<file path="config.mk">
export PLATFORM = sky130hd
export DESIGN_NAME = fpa_div_step
export DESIGN_NICKNAME = d
export VERILOG_FILES = /design/src/hw/rtl/fpa_pkg.sv /design/src/hw/rtl/fpa_div_step.sv
export SDC_FILE = /design/constraint.sdc
export NUM_CORES = 1
export LEC_CHECK = 0
export BUFFER_PORTS_ARGS = -buffer_cell sky130_fd_sc_hd__buf_2
export CORE_AREA = 5 5 132 134
export DETAILED_ROUTE_END_ITERATION = 7
export DIE_AREA = 0 0 137 139
export HOLD_SLACK_MARGIN = 0.08
export PLACE_DENSITY = 0.72
export RECOVER_POWER = 100
export SYNTH_ARGS = -nofsm -noshare
export SYNTH_HDL_FRONTEND = slang
export SYNTH_SLANG_ARGS = --single-unit
</file>
<file path="constraint.sdc">
create_clock -name clk -period 0.8 [get_ports clk]
set_input_delay 0.08 -clock clk [delete_from_list [all_inputs] [get_ports clk]]
set_output_delay 0.08 -clock clk [all_outputs]
set_load 0.005 [all_outputs]
</file>
<file path="src/hw/rtl/fpa_pkg.sv">
`default_nettype none
package fpa_pkg;

    localparam int FRAC_BITS = 8;
    // quotient bits resolved by the divider pipe
    localparam int QW = 33;
    // scaled dividend width: 2*|a|*2^F + |b|
    localparam int NW = FRAC_BITS + 34;

    localparam logic signed [31:0] MAX32 = 32'sh7fff_ffff;
    localparam logic signed [31:0] MIN32 = 32'sh8000_0000;
    localparam logic signed [31:0] FI_MAX = MAX32 >>> FRAC_BITS;
    localparam logic signed [31:0] FI_MIN = MIN32 >>> FRAC_BITS;

    typedef enum logic [3:0] {
        CMD_ADD  = 4'd0,  CMD_SUB  = 4'd1,  CMD_MUL  = 4'd2,  CMD_DIV  = 4'd3,
        CMD_EQ   = 4'd4,  CMD_NE   = 4'd5,  CMD_GT   = 4'd6,  CMD_GE   = 4'd7,
        CMD_LT   = 4'd8,  CMD_LE   = 4'd9,  CMD_MAX  = 4'd10, CMD_MIN  = 4'd11,
        CMD_INC  = 4'd12, CMD_DEC  = 4'd13, CMD_FINT = 4'd14, CMD_TINT = 4'd15
    } cmd_t;

    typedef struct packed {
        cmd_t               command;
        logic signed [31:0] operand_a;
        logic signed [31:0] operand_b;
    } in_word_t;

    typedef struct packed {
        logic signed [31:0] result_value;
        logic               compare_true;
        logic               overflow;
        logic               divide_by_zero;
    } out_word_t;

    typedef struct packed {
        logic [32:0]   rem;
        logic [QW-1:0] num;
        logic [32:0]   den;
        logic [QW-1:0] quo;
        logic          pre_ovf;
    } div_t;

    typedef struct packed {
        cmd_t      cmd;
        logic      neg;
        out_word_t res;
        div_t      div;
    } pipe_t;

endpackage
`default_nettype wire

</file>
<file path="src/hw/rtl/fpa_div_step.sv">
`default_nettype none
// one restoring-division step, registered
module fpa_div_step (
    input  wire logic          clk,
    input  wire logic          rst_n,
    input  wire logic          in_valid,
    input  wire fpa_pkg::pipe_t in_pipe,
    output logic               out_valid,
    output fpa_pkg::pipe_t     out_pipe
);
    import fpa_pkg::*;

    logic [33:0] trial;
    logic        ge;
    pipe_t       step_next;
    logic        valid_reg;
    pipe_t       pipe_reg;

    always_comb
    begin
        trial = {in_pipe.div.rem, in_pipe.div.num[QW-1]};
        ge = trial >= {1'b0, in_pipe.div.den};
        step_next = in_pipe;
        step_next.div.rem = ge ? 33'(trial - {1'b0, in_pipe.div.den}) : trial[32:0];
        step_next.div.num = {in_pipe.div.num[QW-2:0], 1'b0};
        step_next.div.quo = {in_pipe.div.quo[QW-2:0], ge};
    end

    always_ff @(posedge clk or negedge rst_n)
    begin
        if (!rst_n)
        begin
            valid_reg <= 1'b0;
        end
        else
        begin
            valid_reg <= in_valid;
        end
    end

    always_ff @(posedge clk)
    begin
        pipe_reg <= step_next;
    end

    assign out_valid = valid_reg;
    assign out_pipe  = pipe_reg;
endmodule
`default_nettype wire
</file>
==> results_dict.tcl, run 1 <==
set metrics [dict create \
    total_power_mw 24.15 \
    worstSetupPathType "input pin to flip-flop" \
    hold_viol_final 0 \
    synth_top_family_by_area "compound AO/OA/AOI/OAI gates" \
    area_growth_pct 104.5 \
    synth_flop_cell "dfxtp_1" \
    grt_max_degree 20 \
    yosys_warnings 0 \
    wl_per_cell_um 20.94 \
    fp.dieW_um 137 \
    critPathLaunchType "input pin" \
    drc_errors 0 \
    status "finished with violations" \
    seq_area_frac_synth_pct 57.74 \
    crit_fanout 3 \
    hpwl_mm 18.33 \
    worst_slack_ns -1.405 \
    powerDensity_nw_per_um2 1966 \
    chipHeight_um 139 \
    synth-edff-count 0 \
    synth_cell_types 62 \
    pre_cts_ws_ns -1.776 \
    regArea_um2 3591 \
    maxSlewViolCount 0 \
    final_cell_area_um2 12280 \
    period_needed_ns 2.205 \
    placed_area_um2 8877 \
    root_buffer "clkbuf_16" \
    top_level_ports 350 \
    hold_path.class "input pin to flip-flop" \
    wl_met2_mm 15.42 \
    rsz0062_at_grt "true" \
    maxCapViolCount 0 \
    drt_wl_total_mm 30.18 \
    post-route-util_pct 75.95 \
    wl_met1_mm 10.81 \
    cts_sinks 173 \
    num_rows 47 \
    clk_pin_slew_ns 0.07 \
    yosys.area_share.xor_xnor_pct 4.082 \
    async_flop_share_pct 0.5780 \
    top_layer_used "met5" \
    peakVddDrop_mv 1.587 \
    fill_cells 1018 \
    place_congestion 0.8876 \
    clock_path_buffers 2 \
    timing.final.crit_share_pct 275.6 \
    grt_first_pass_wirelength_mm 42.02 \
    port-buffer-count 347 \
    critPathArrivalTime_ns 2.51 \
    track_usage_pct 28.93 \
    ant_nets 0 \
    synth_compound_area_share_pct 16.68 \
    drt-vias-per-instance 4.750 \
    met3WireLength_mm 2.177 \
    syn-cell-area_um2 6007 \
    core_um2 16170 \
    setup_tns_ns -68.50 \
    synth_seq_cells 173 \
    grt_pass1_vias 7353 \
    netlist_instances 541 \
    crit_required_ns 1.11 \
    synthMuxAreaShare_pct 0.2499 \
    yosys.area_share.simple_pct 8.623 \
    finalSetupViolCount 207 \
    initial_utilization_pct 37.15 \
    fmax_mhz 453.5 \
    multi_input_area_um2 2507 \
    violations "setup timing" \
    grt_overflow_total 0 \
    power.leakage_nw 5.943 \
    drt_pre_antenna_iters 5 \
    fp.dieArea_um2 19040 \
    avgSynthCellArea_um2 11.10 \
    cts_tree "built" \
    cts_max_level 4 \
    synthAdderAreaFrac_pct 7.207 \
    num-nets-final 1412 \
    drive_gt1_share_pct 56.38 \
    vias 6845 \
    cts_inserted_buffers 17 \
    end_kind "flip-flop" \
    antenna_found_initial 8 \
    synth_nets 751 \
    first_iter_violations 334 \
]
==> critical path: stages <==
cell      delay [ns]
buf_12          0.11
inv_12          0.04
ha_4            0.12
inv_2           0.04
fa_2            0.34
a21o_1          0.23
a221oi_4        0.31
buf_4           0.18
o211a_4         0.17
o21ai_4         0.06
a211oi_4        0.32
o311ai_2        0.13
xnor2_1         0.27
o21ai_1         0.11
==> cell usage after synthesis (4+ instances only) <==
master	number	area, um^2
xor2_1	13	113.9
inv_1	44	165.2
o21ai_2	20	175.2
a21o_1	12	90.09
buf_2	6	30.03
nand2b_1	4	25.02
xnor2_1	15	131.4
nor2_1	14	52.55
a21oi_1	32	160.2
o21a_1	4	30.03
and3_1	7	43.79
dfxtp_1	172	3443
o31ai_1	4	30.03
nand3_1	6	30.03
nand4_1	5	31.28
nor3_1	4	20.02
buf_6	5	56.30
ha_1	33	412.9
o21ai_1	13	65.06
nand2_2	10	62.56
nand2_1	42	157.7
o21bai_1	6	45.04
o21ai_0	14	70.07
==> final cells by class <==
type / count / share of cell area (%)
antenna: 6 / 0.1222
timing repair buffer: 660 / 41.81
tap: 220 / 2.241
multi-input combinational: 305 / 20.41
inverter: 45 / 1.497
clock buffer: 18 / 3.494
clock inverter: 14 / 1.192
sequential: 173 / 29.24
==> placed cells by master (no fill, tap or decap), types with 4 or more instances in the layout <==
master,count
buf_4,125
inv_8,4
o21bai_1,6
dlygate4sd3_1,173
diode_2,6
buf_2,249
o21ai_2,24
o31ai_2,4
dfxtp_1,74
nor3_1,4
nand2b_1,4
a21oi_1,30
o21ai_0,13
nand2_2,15
dfxtp_2,98
clkbuf_16,18
xnor2_1,15
inv_6,4
nand4_1,5
nand2_1,22
inv_1,42
xor2_1,12
nand3_1,6
buf_6,80
a21o_1,12
o21ai_4,4
and3_1,7
nand2_4,15
o21a_1,4
o21ai_1,7
buf_12,7
nor2_1,14
clkbuf_1,21
ha_1,31
==> final timing paths <==
kind,startpoint,endpoint,slack (ns),cells past startpoint
worst max-delay path,in_pipe[99],out_pipe[132],-1.41,14
max in group asynchronous,rst_n,out_valid,0.21,3
min in group asynchronous,rst_n,out_valid,0.48,3
worst min-delay path,in_pipe[100],out_pipe[101],0.08,3
==> per-stage QoR <==
step                      hold slack [ns]  cells
after floorplan                   -0.2156    541
after global placement            -0.1454   1214
after detailed placement          -0.1447   1214
after CTS                         -0.2096   1437
after global routing              0.06470   1438
final                             0.08359   1441
==> repair_timing <==
action	4_1_cts	5_1_grt
pin swaps	26	29
buffers inserted	15	2
hold buffers	172	1
gates resized for setup	106	151
gates cloned	5	1
endpoints found under the hold margin	173	2
endpoints found under the setup margin	207	207
==> flip-flops by register name (all words and copies together), names as in the netlist <==
register / flops
out_valid: 1
out_pipe: 172
==> logic make-up (layout without fill, tap and decap cells) <==
logic type | after synthesis | in the layout
other | 1 | 7
xor gates and xnor gates | 28 | 28
muxes | 1 | 1
AOI/OAI and AO/OA | 136 | 136
and+or+nand+nor | 105 | 105
buffers and inverters | 63 | 737
adders and majority gates | 34 | 34
DFF | 173 | 173
==> where the power goes <==
part           internal [mW]  switching, mW  total [mW]
registers               9.43          0.321        9.75
clock network           4.17           4.00        8.17
logic                   3.46           2.76        6.22
==> metal layers <==
layer,global-route usage (%),vias up
li1,-,3170
met1,30.95,3222
met2,51.33,327
met3,8.164,120
met4,14.55,6
met5,0,-
(Power assumes the default switching activity.)
==> run 2: changes to the inputs <==
==> constraint.sdc (replaced) <==
create_clock -name clk -period 2.5 [get_ports clk]
set_input_delay 0.25 -clock clk [delete_from_list [all_inputs] [get_ports clk]]
set_output_delay 0.25 -clock clk [all_outputs]
set_load 0.005 [all_outputs]
==> run 2 against run 1 <==
  * The flow now finishes without violations
  * Via count fell by 7.8%
  * Critical path type unchanged
  * Clock power fell by 66%
  * Worst hold slack improved by 0.032 ns
  * Clock-buffer cell count fell by 1
  * Combinational power fell by 76%
  * Critical endpoint is now out_pipe[101]
  * Largest power group unchanged
  * Final area fell by 14%
  * Non-clock buffer count fell by 77
==> results_dict.tcl, run 2 (synthesized netlist as in run 1, its figures left out) <==
set metrics [dict create \
    status "completed" \
    maxCapViolCount 0 \
    worst_slack_ns 0.05859 \
    fp.dieW_um 137 \
    track_usage_pct 25.39 \
    grt_pass1_vias 6637 \
    grt_first_pass_wirelength_mm 36.79 \
    first_iter_violations 259 \
    power.leakage_nw 4.850 \
    drive_gt1_share_pct 28.30 \
    fp.dieArea_um2 19040 \
    worstSetupStartpoint "in_pipe[65]" \
    vias 6310 \
    top_layer_used "met5" \
    num_rows 47 \
    core_um2 16170 \
    largest_register_ffs 172 \
    drt_wl_total_mm 25.17 \
    cpMostUsedCell "nand2_1" \
    chipHeight_um 139 \
    pre_cts_ws_ns -0.2099 \
    wl_per_cell_um 18.48 \
    cpLargestDelayFamily "buffers and inverters" \
    cts_sinks 173 \
    cts_max_level 4 \
    fmax_mhz 409.6 \
    grt_overflow_total 0 \
    cts_inserted_buffers 17 \
    area_growth_pct 76.67 \
    hpwl_mm 17.84 \
    top_level_ports 350 \
    wl_met2_mm 12.62 \
    cp.depth 13 \
    worstSetupPathType "input pin to flip-flop" \
    cp_cell_sequence "dlygate4sd3_1 -> buf_2 -> inv_1 -> ha_1 -> buf_4 -> nand2_1 -> nand2_1 -> a211o_1 -> a31oi_2 -> nand2_1 -> a21oi_4 -> buf_12 -> mux2_4" \
    num-nets-final 1335 \
    drt-vias-per-instance 4.633 \
    cts_tree "built" \
    critPathArrivalTime_ns 2.76 \
    powerDensity_nw_per_um2 691.7 \
    fill_cells 1330 \
    initial_utilization_pct 37.15 \
    ant_nets 0 \
    crit_required_ns 2.82 \
    met3WireLength_mm 2.461 \
    mostFrequentLayoutCell "clkbuf_1" \
    clk_pin_slew_ns 0.08 \
    critPathLaunchType "input pin" \
    final_cell_area_um2 10610 \
    maxSlewViolCount 0 \
    peakVddDrop_mv 0.5118 \
    placedCellCount 1152 \
    wl_met1_mm 9.044 \
    clock_path_buffers 2 \
    finalSetupViolCount 0 \
    hold_path.class "input pin to flip-flop" \
    stdcell_count 1362 \
    placed_area_um2 8381 \
    timing.final.crit_share_pct 97.66 \
    crit_fanout 9 \
    endpoint "out_pipe[101]" \
    end_kind "flip-flop" \
    period_needed_ns 2.441 \
    critPathBufInv 5 \
    antenna_found_initial 7 \
    drt_pre_antenna_iters 4 \
    port-buffer-count 347 \
    hold_viol_final 0 \
    critPathMaxStageDelay_ns 0.54 \
    grt_max_degree 21 \
    root_buffer "clkbuf_16" \
    drc_errors 0 \
    place_congestion 0.9414 \
    final_cell_mix "clkbuf_1, buf_2, dfxtp_1" \
    slowest_stage "dlygate4sd3_1" \
]
run 2: how the worst min path moves through the flow:
stage	depth (start not counted)	slack, ns	start	to
2_1_floorplan	0	-0.05	rst_n	out_valid
3_3_place_gp	1	0.03	rst_n	out_valid
3_5_place_dp	1	0.03	rst_n	out_valid
4_1_cts	2	0.08	in_pipe[100]	out_pipe[101]
5_1_grt	2	0.10	in_pipe[100]	out_pipe[101]
6_report	2	0.12	in_pipe[100]	out_pipe[101]
run 2: per-layer routing:
layer	track usage, %	vias up
met5	0	-
met4	11.29	8
met3	9.071	71
met2	44.23	293
met1	27.32	2905
li1	-	3033
run 2: through the flow:
stage / utilization [%] / hold WS [ns] / total power [mW] / setup TNS [ns]
after global placement: 51.82 / 0.02658 / 4.384 / -4.653
final: 65.62 / 0.1155 / 7.341 / 0
after detailed placement: 51.82 / 0.02683 / 4.400 / -5.798
after CTS: 66.31 / 0.08066 / 7.384 / 0
after floorplan: - / -0.04559 / 3.735 / 0
after global routing: 65.59 / 0.1030 / 7.674 / -0.3374
run 2: power breakdown:
part / total (mW) / switching [mW] / internal [mW]
Combinational: 1.51 / 0.730 / 0.776
Sequential: 3.06 / 0.0677 / 2.99
Clock: 2.78 / 1.31 / 1.47
Total: 7.34 / 2.11 / 5.23
run 2: repair_timing:
item                       CTS  global route
setup endpoints to repair    0            32
buffers inserted             0             2
gates resized for setup      0            12
hold buffers               170             0
hold endpoints to repair   170             0
run 2: area by class of cell:
class / instances / area [um^2] / share of cell area [%]
antenna: 4 / 10.01 / 0.09432
clock buffer: 17 / 425.4 / 4.008
clock inverter: 15 / 215.2 / 2.028
inverter: 45 / 168.9 / 1.592
multi-input combinational: 305 / 2271 / 21.40
sequential: 173 / 3468 / 32.68
tap: 220 / 275.3 / 2.594
timing repair buffer: 583 / 3779 / 35.60
==> run 3: changes to the inputs <==
--- a/config.mk
+++ b/config.mk
@@ -6,11 +6,11 @@
 export NUM_CORES = 1
 export LEC_CHECK = 0
 export BUFFER_PORTS_ARGS = -buffer_cell sky130_fd_sc_hd__buf_2
-export CORE_AREA = 5 5 132 134
+export CORE_AREA = 5 5 134 136
 export DETAILED_ROUTE_END_ITERATION = 7
-export DIE_AREA = 0 0 137 139
+export DIE_AREA = 0 0 139 141
 export HOLD_SLACK_MARGIN = 0.08
-export PLACE_DENSITY = 0.72
+export PLACE_DENSITY = 0.73
 export RECOVER_POWER = 100
 export SYNTH_ARGS = -nofsm -noshare
 export SYNTH_HDL_FRONTEND = slang
==> constraint.sdc (replaced) <==
create_clock -name clk -period 2.08 [get_ports clk]
set_input_delay 0.208 -clock clk [delete_from_list [all_inputs] [get_ports clk]]
set_output_delay 0.208 -clock clk [all_outputs]
set_load 0.005 [all_outputs]
==> run 3 against run 2 <==
  * The run now ends with setup timing left
  * Worst setup slack worse by 0.15 ns
  * First-iteration DRC count down 22%
  * Sequential share of layout area down 2.2 points
  * Non-clock buffer count up 47
  * Wire length up 4.0%
  * Final cell count up 3.5%
  * Clock-buffer cell count up 1
  * Worst hold slack worse by 0.022 ns
  * Utilization up 2.0 points
  * Die area up 2.9%
  * Combinational power up 36%
  * Critical path depth unchanged
  * Critical path type unchanged
  * Critical endpoint is now out_pipe[132]
==> results_dict.tcl, run 3 (synthesized netlist as in run 1, its figures left out) <==
set metrics [dict create \
    status "finished with violations" \
    violations "setup timing" \
    largest_register_ffs 172 \
    port-buffer-count 347 \
    antennaDiodeCount 0 \
    hold_path.class "input pin to flip-flop" \
    hp-start "in_pipe[105]" \
    final_cell_mix "buf_2, dfxtp_1, dlygate4sd3_1" \
    vias 6400 \
    grt_pass1_vias 6996 \
    initial_utilization_pct 35.72 \
    fp.dieArea_um2 19600 \
    drt_wl_total_mm 26.18 \
    power.leakage_nw 5.531 \
    root_buffer "clkbuf_16" \
    period_needed_ns 2.170 \
    hpwl_mm 18.32 \
    crit_fanout 3 \
    core_um2 16820 \
    crit_required_ns 2.40 \
    mostFrequentLayoutCell "buf_2" \
    ant_nets 0 \
    antenna_found_initial 2 \
    drt-vias-per-instance 4.539 \
    fp.dieW_um 139 \
    track_usage_pct 25.69 \
    chipHeight_um 141 \
    cts_tree "built" \
    worstSetupPathType "input pin to flip-flop" \
    hold_end "out_pipe[106]" \
    clk_pin_slew_ns 0.07 \
    num_rows 48 \
    maxSlewViolCount 0 \
    worst_slack_ns -0.09014 \
    grt_first_pass_wirelength_mm 39.13 \
    drc_errors 0 \
    grt_max_degree 20 \
    num-nets-final 1382 \
    top_level_ports 350 \
    fmax_mhz 460.8 \
    finalSetupViolCount 6 \
    end_kind "flip-flop" \
    powerDensity_nw_per_um2 787.4 \
    drive_gt1_share_pct 46.75 \
    area_growth_pct 89.21 \
    critPathLaunchType "input pin" \
    rsz0062_at_grt "true" \
    hold_depth 4 \
    wl_per_cell_um 18.57 \
    cts_max_level 4 \
    clock_path_buffers 2 \
    timing.final.crit_share_pct 104.3 \
    cts_inserted_buffers 17 \
    place_congestion 0.9173 \
    total_power_mw 8.949 \
    grt_overflow_total 0 \
    post-route-util_pct 67.59 \
    setup_tns_ns -0.2174 \
    drt_pre_antenna_iters 4 \
    first_iter_violations 201 \
    critPathArrivalTime_ns 2.49 \
    hold_viol_final 0 \
    maxCapViolCount 0 \
    peakVddDrop_mv 0.6022 \
    cts_sinks 173 \
]
run 3: worst max-delay path by stage:
| stage | cells past startpoint | to | start | slack [ns] |
|---|---|---|---|---|
| 2_1_floorplan | 12 | out_pipe[101] | in_pipe[99] | -0.36 |
| 3_3_place_gp | 13 | out_pipe[111] | in_pipe[99] | -0.59 |
| 3_5_place_dp | 13 | out_pipe[111] | in_pipe[99] | -0.64 |
| 4_1_cts | 13 | out_pipe[101] | in_pipe[99] | -0.0006 |
| 5_1_grt | 13 | out_pipe[132] | in_pipe[99] | -0.21 |
| 6_report | 13 | out_pipe[132] | in_pipe[99] | -0.09 |
run 3: per-layer routing:
metal	part of all wire (%)	GRT usage, %
met3	6.2	7.497
met1	38	28.64
met2	52	47.10
met5	0.053	0
met4	3.0	8.239
run 3: final cells by class:
cell class,count,area [um^2]
Clock buffer,18,439.2
Multi-Input combinational cell,305,2474
Tap cell,225,281.5
Clock inverter,14,170.2
Fill cell,1270,5450
Inverter,45,181.4
Sequential cell,173,3468
Timing Repair Buffer,630,4352
run 3: per-stage QoR:
step	setup slack (ns)	cells	instance area [um^2]	hold slack, ns
floorplan	-0.3615	541	6062	-0.08759
global placement	-0.5889	1199	8721	-0.01754
detailed placement	-0.6363	1199	8721	-0.01590
CTS	-0.0006373	1405	11100	0.08234
global route	-0.2063	1410	11370	0.09187
finish	-0.09014	1410	11370	0.09308
run 3: critical path: stages:
cell,delay [ns]
buf_12,0.11
inv_12,0.04
ha_4,0.11
inv_2,0.04
fa_2,0.34
a21o_1,0.23
a221oi_4,0.29
o211a_1,0.21
o21ai_2,0.08
a211oi_2,0.37
o311ai_1,0.19
xnor2_1,0.19
o21ai_1,0.07
run 3: what timing repair did:
action	CTS	global route
endpoints found under the setup margin	34	33
gates resized for setup	5	40
gates cloned	1	1
hold endpoints to repair	166	0
pin swaps	11	18
setup buffers	6	4
hold buffers	167	0
run 3: report_power, final:
group	total, mW	internal [mW]	switching [mW]
Sequential	3.67	3.59	0.0796
Combinational	2.05	1.11	0.941
Clock	3.22	1.66	1.56
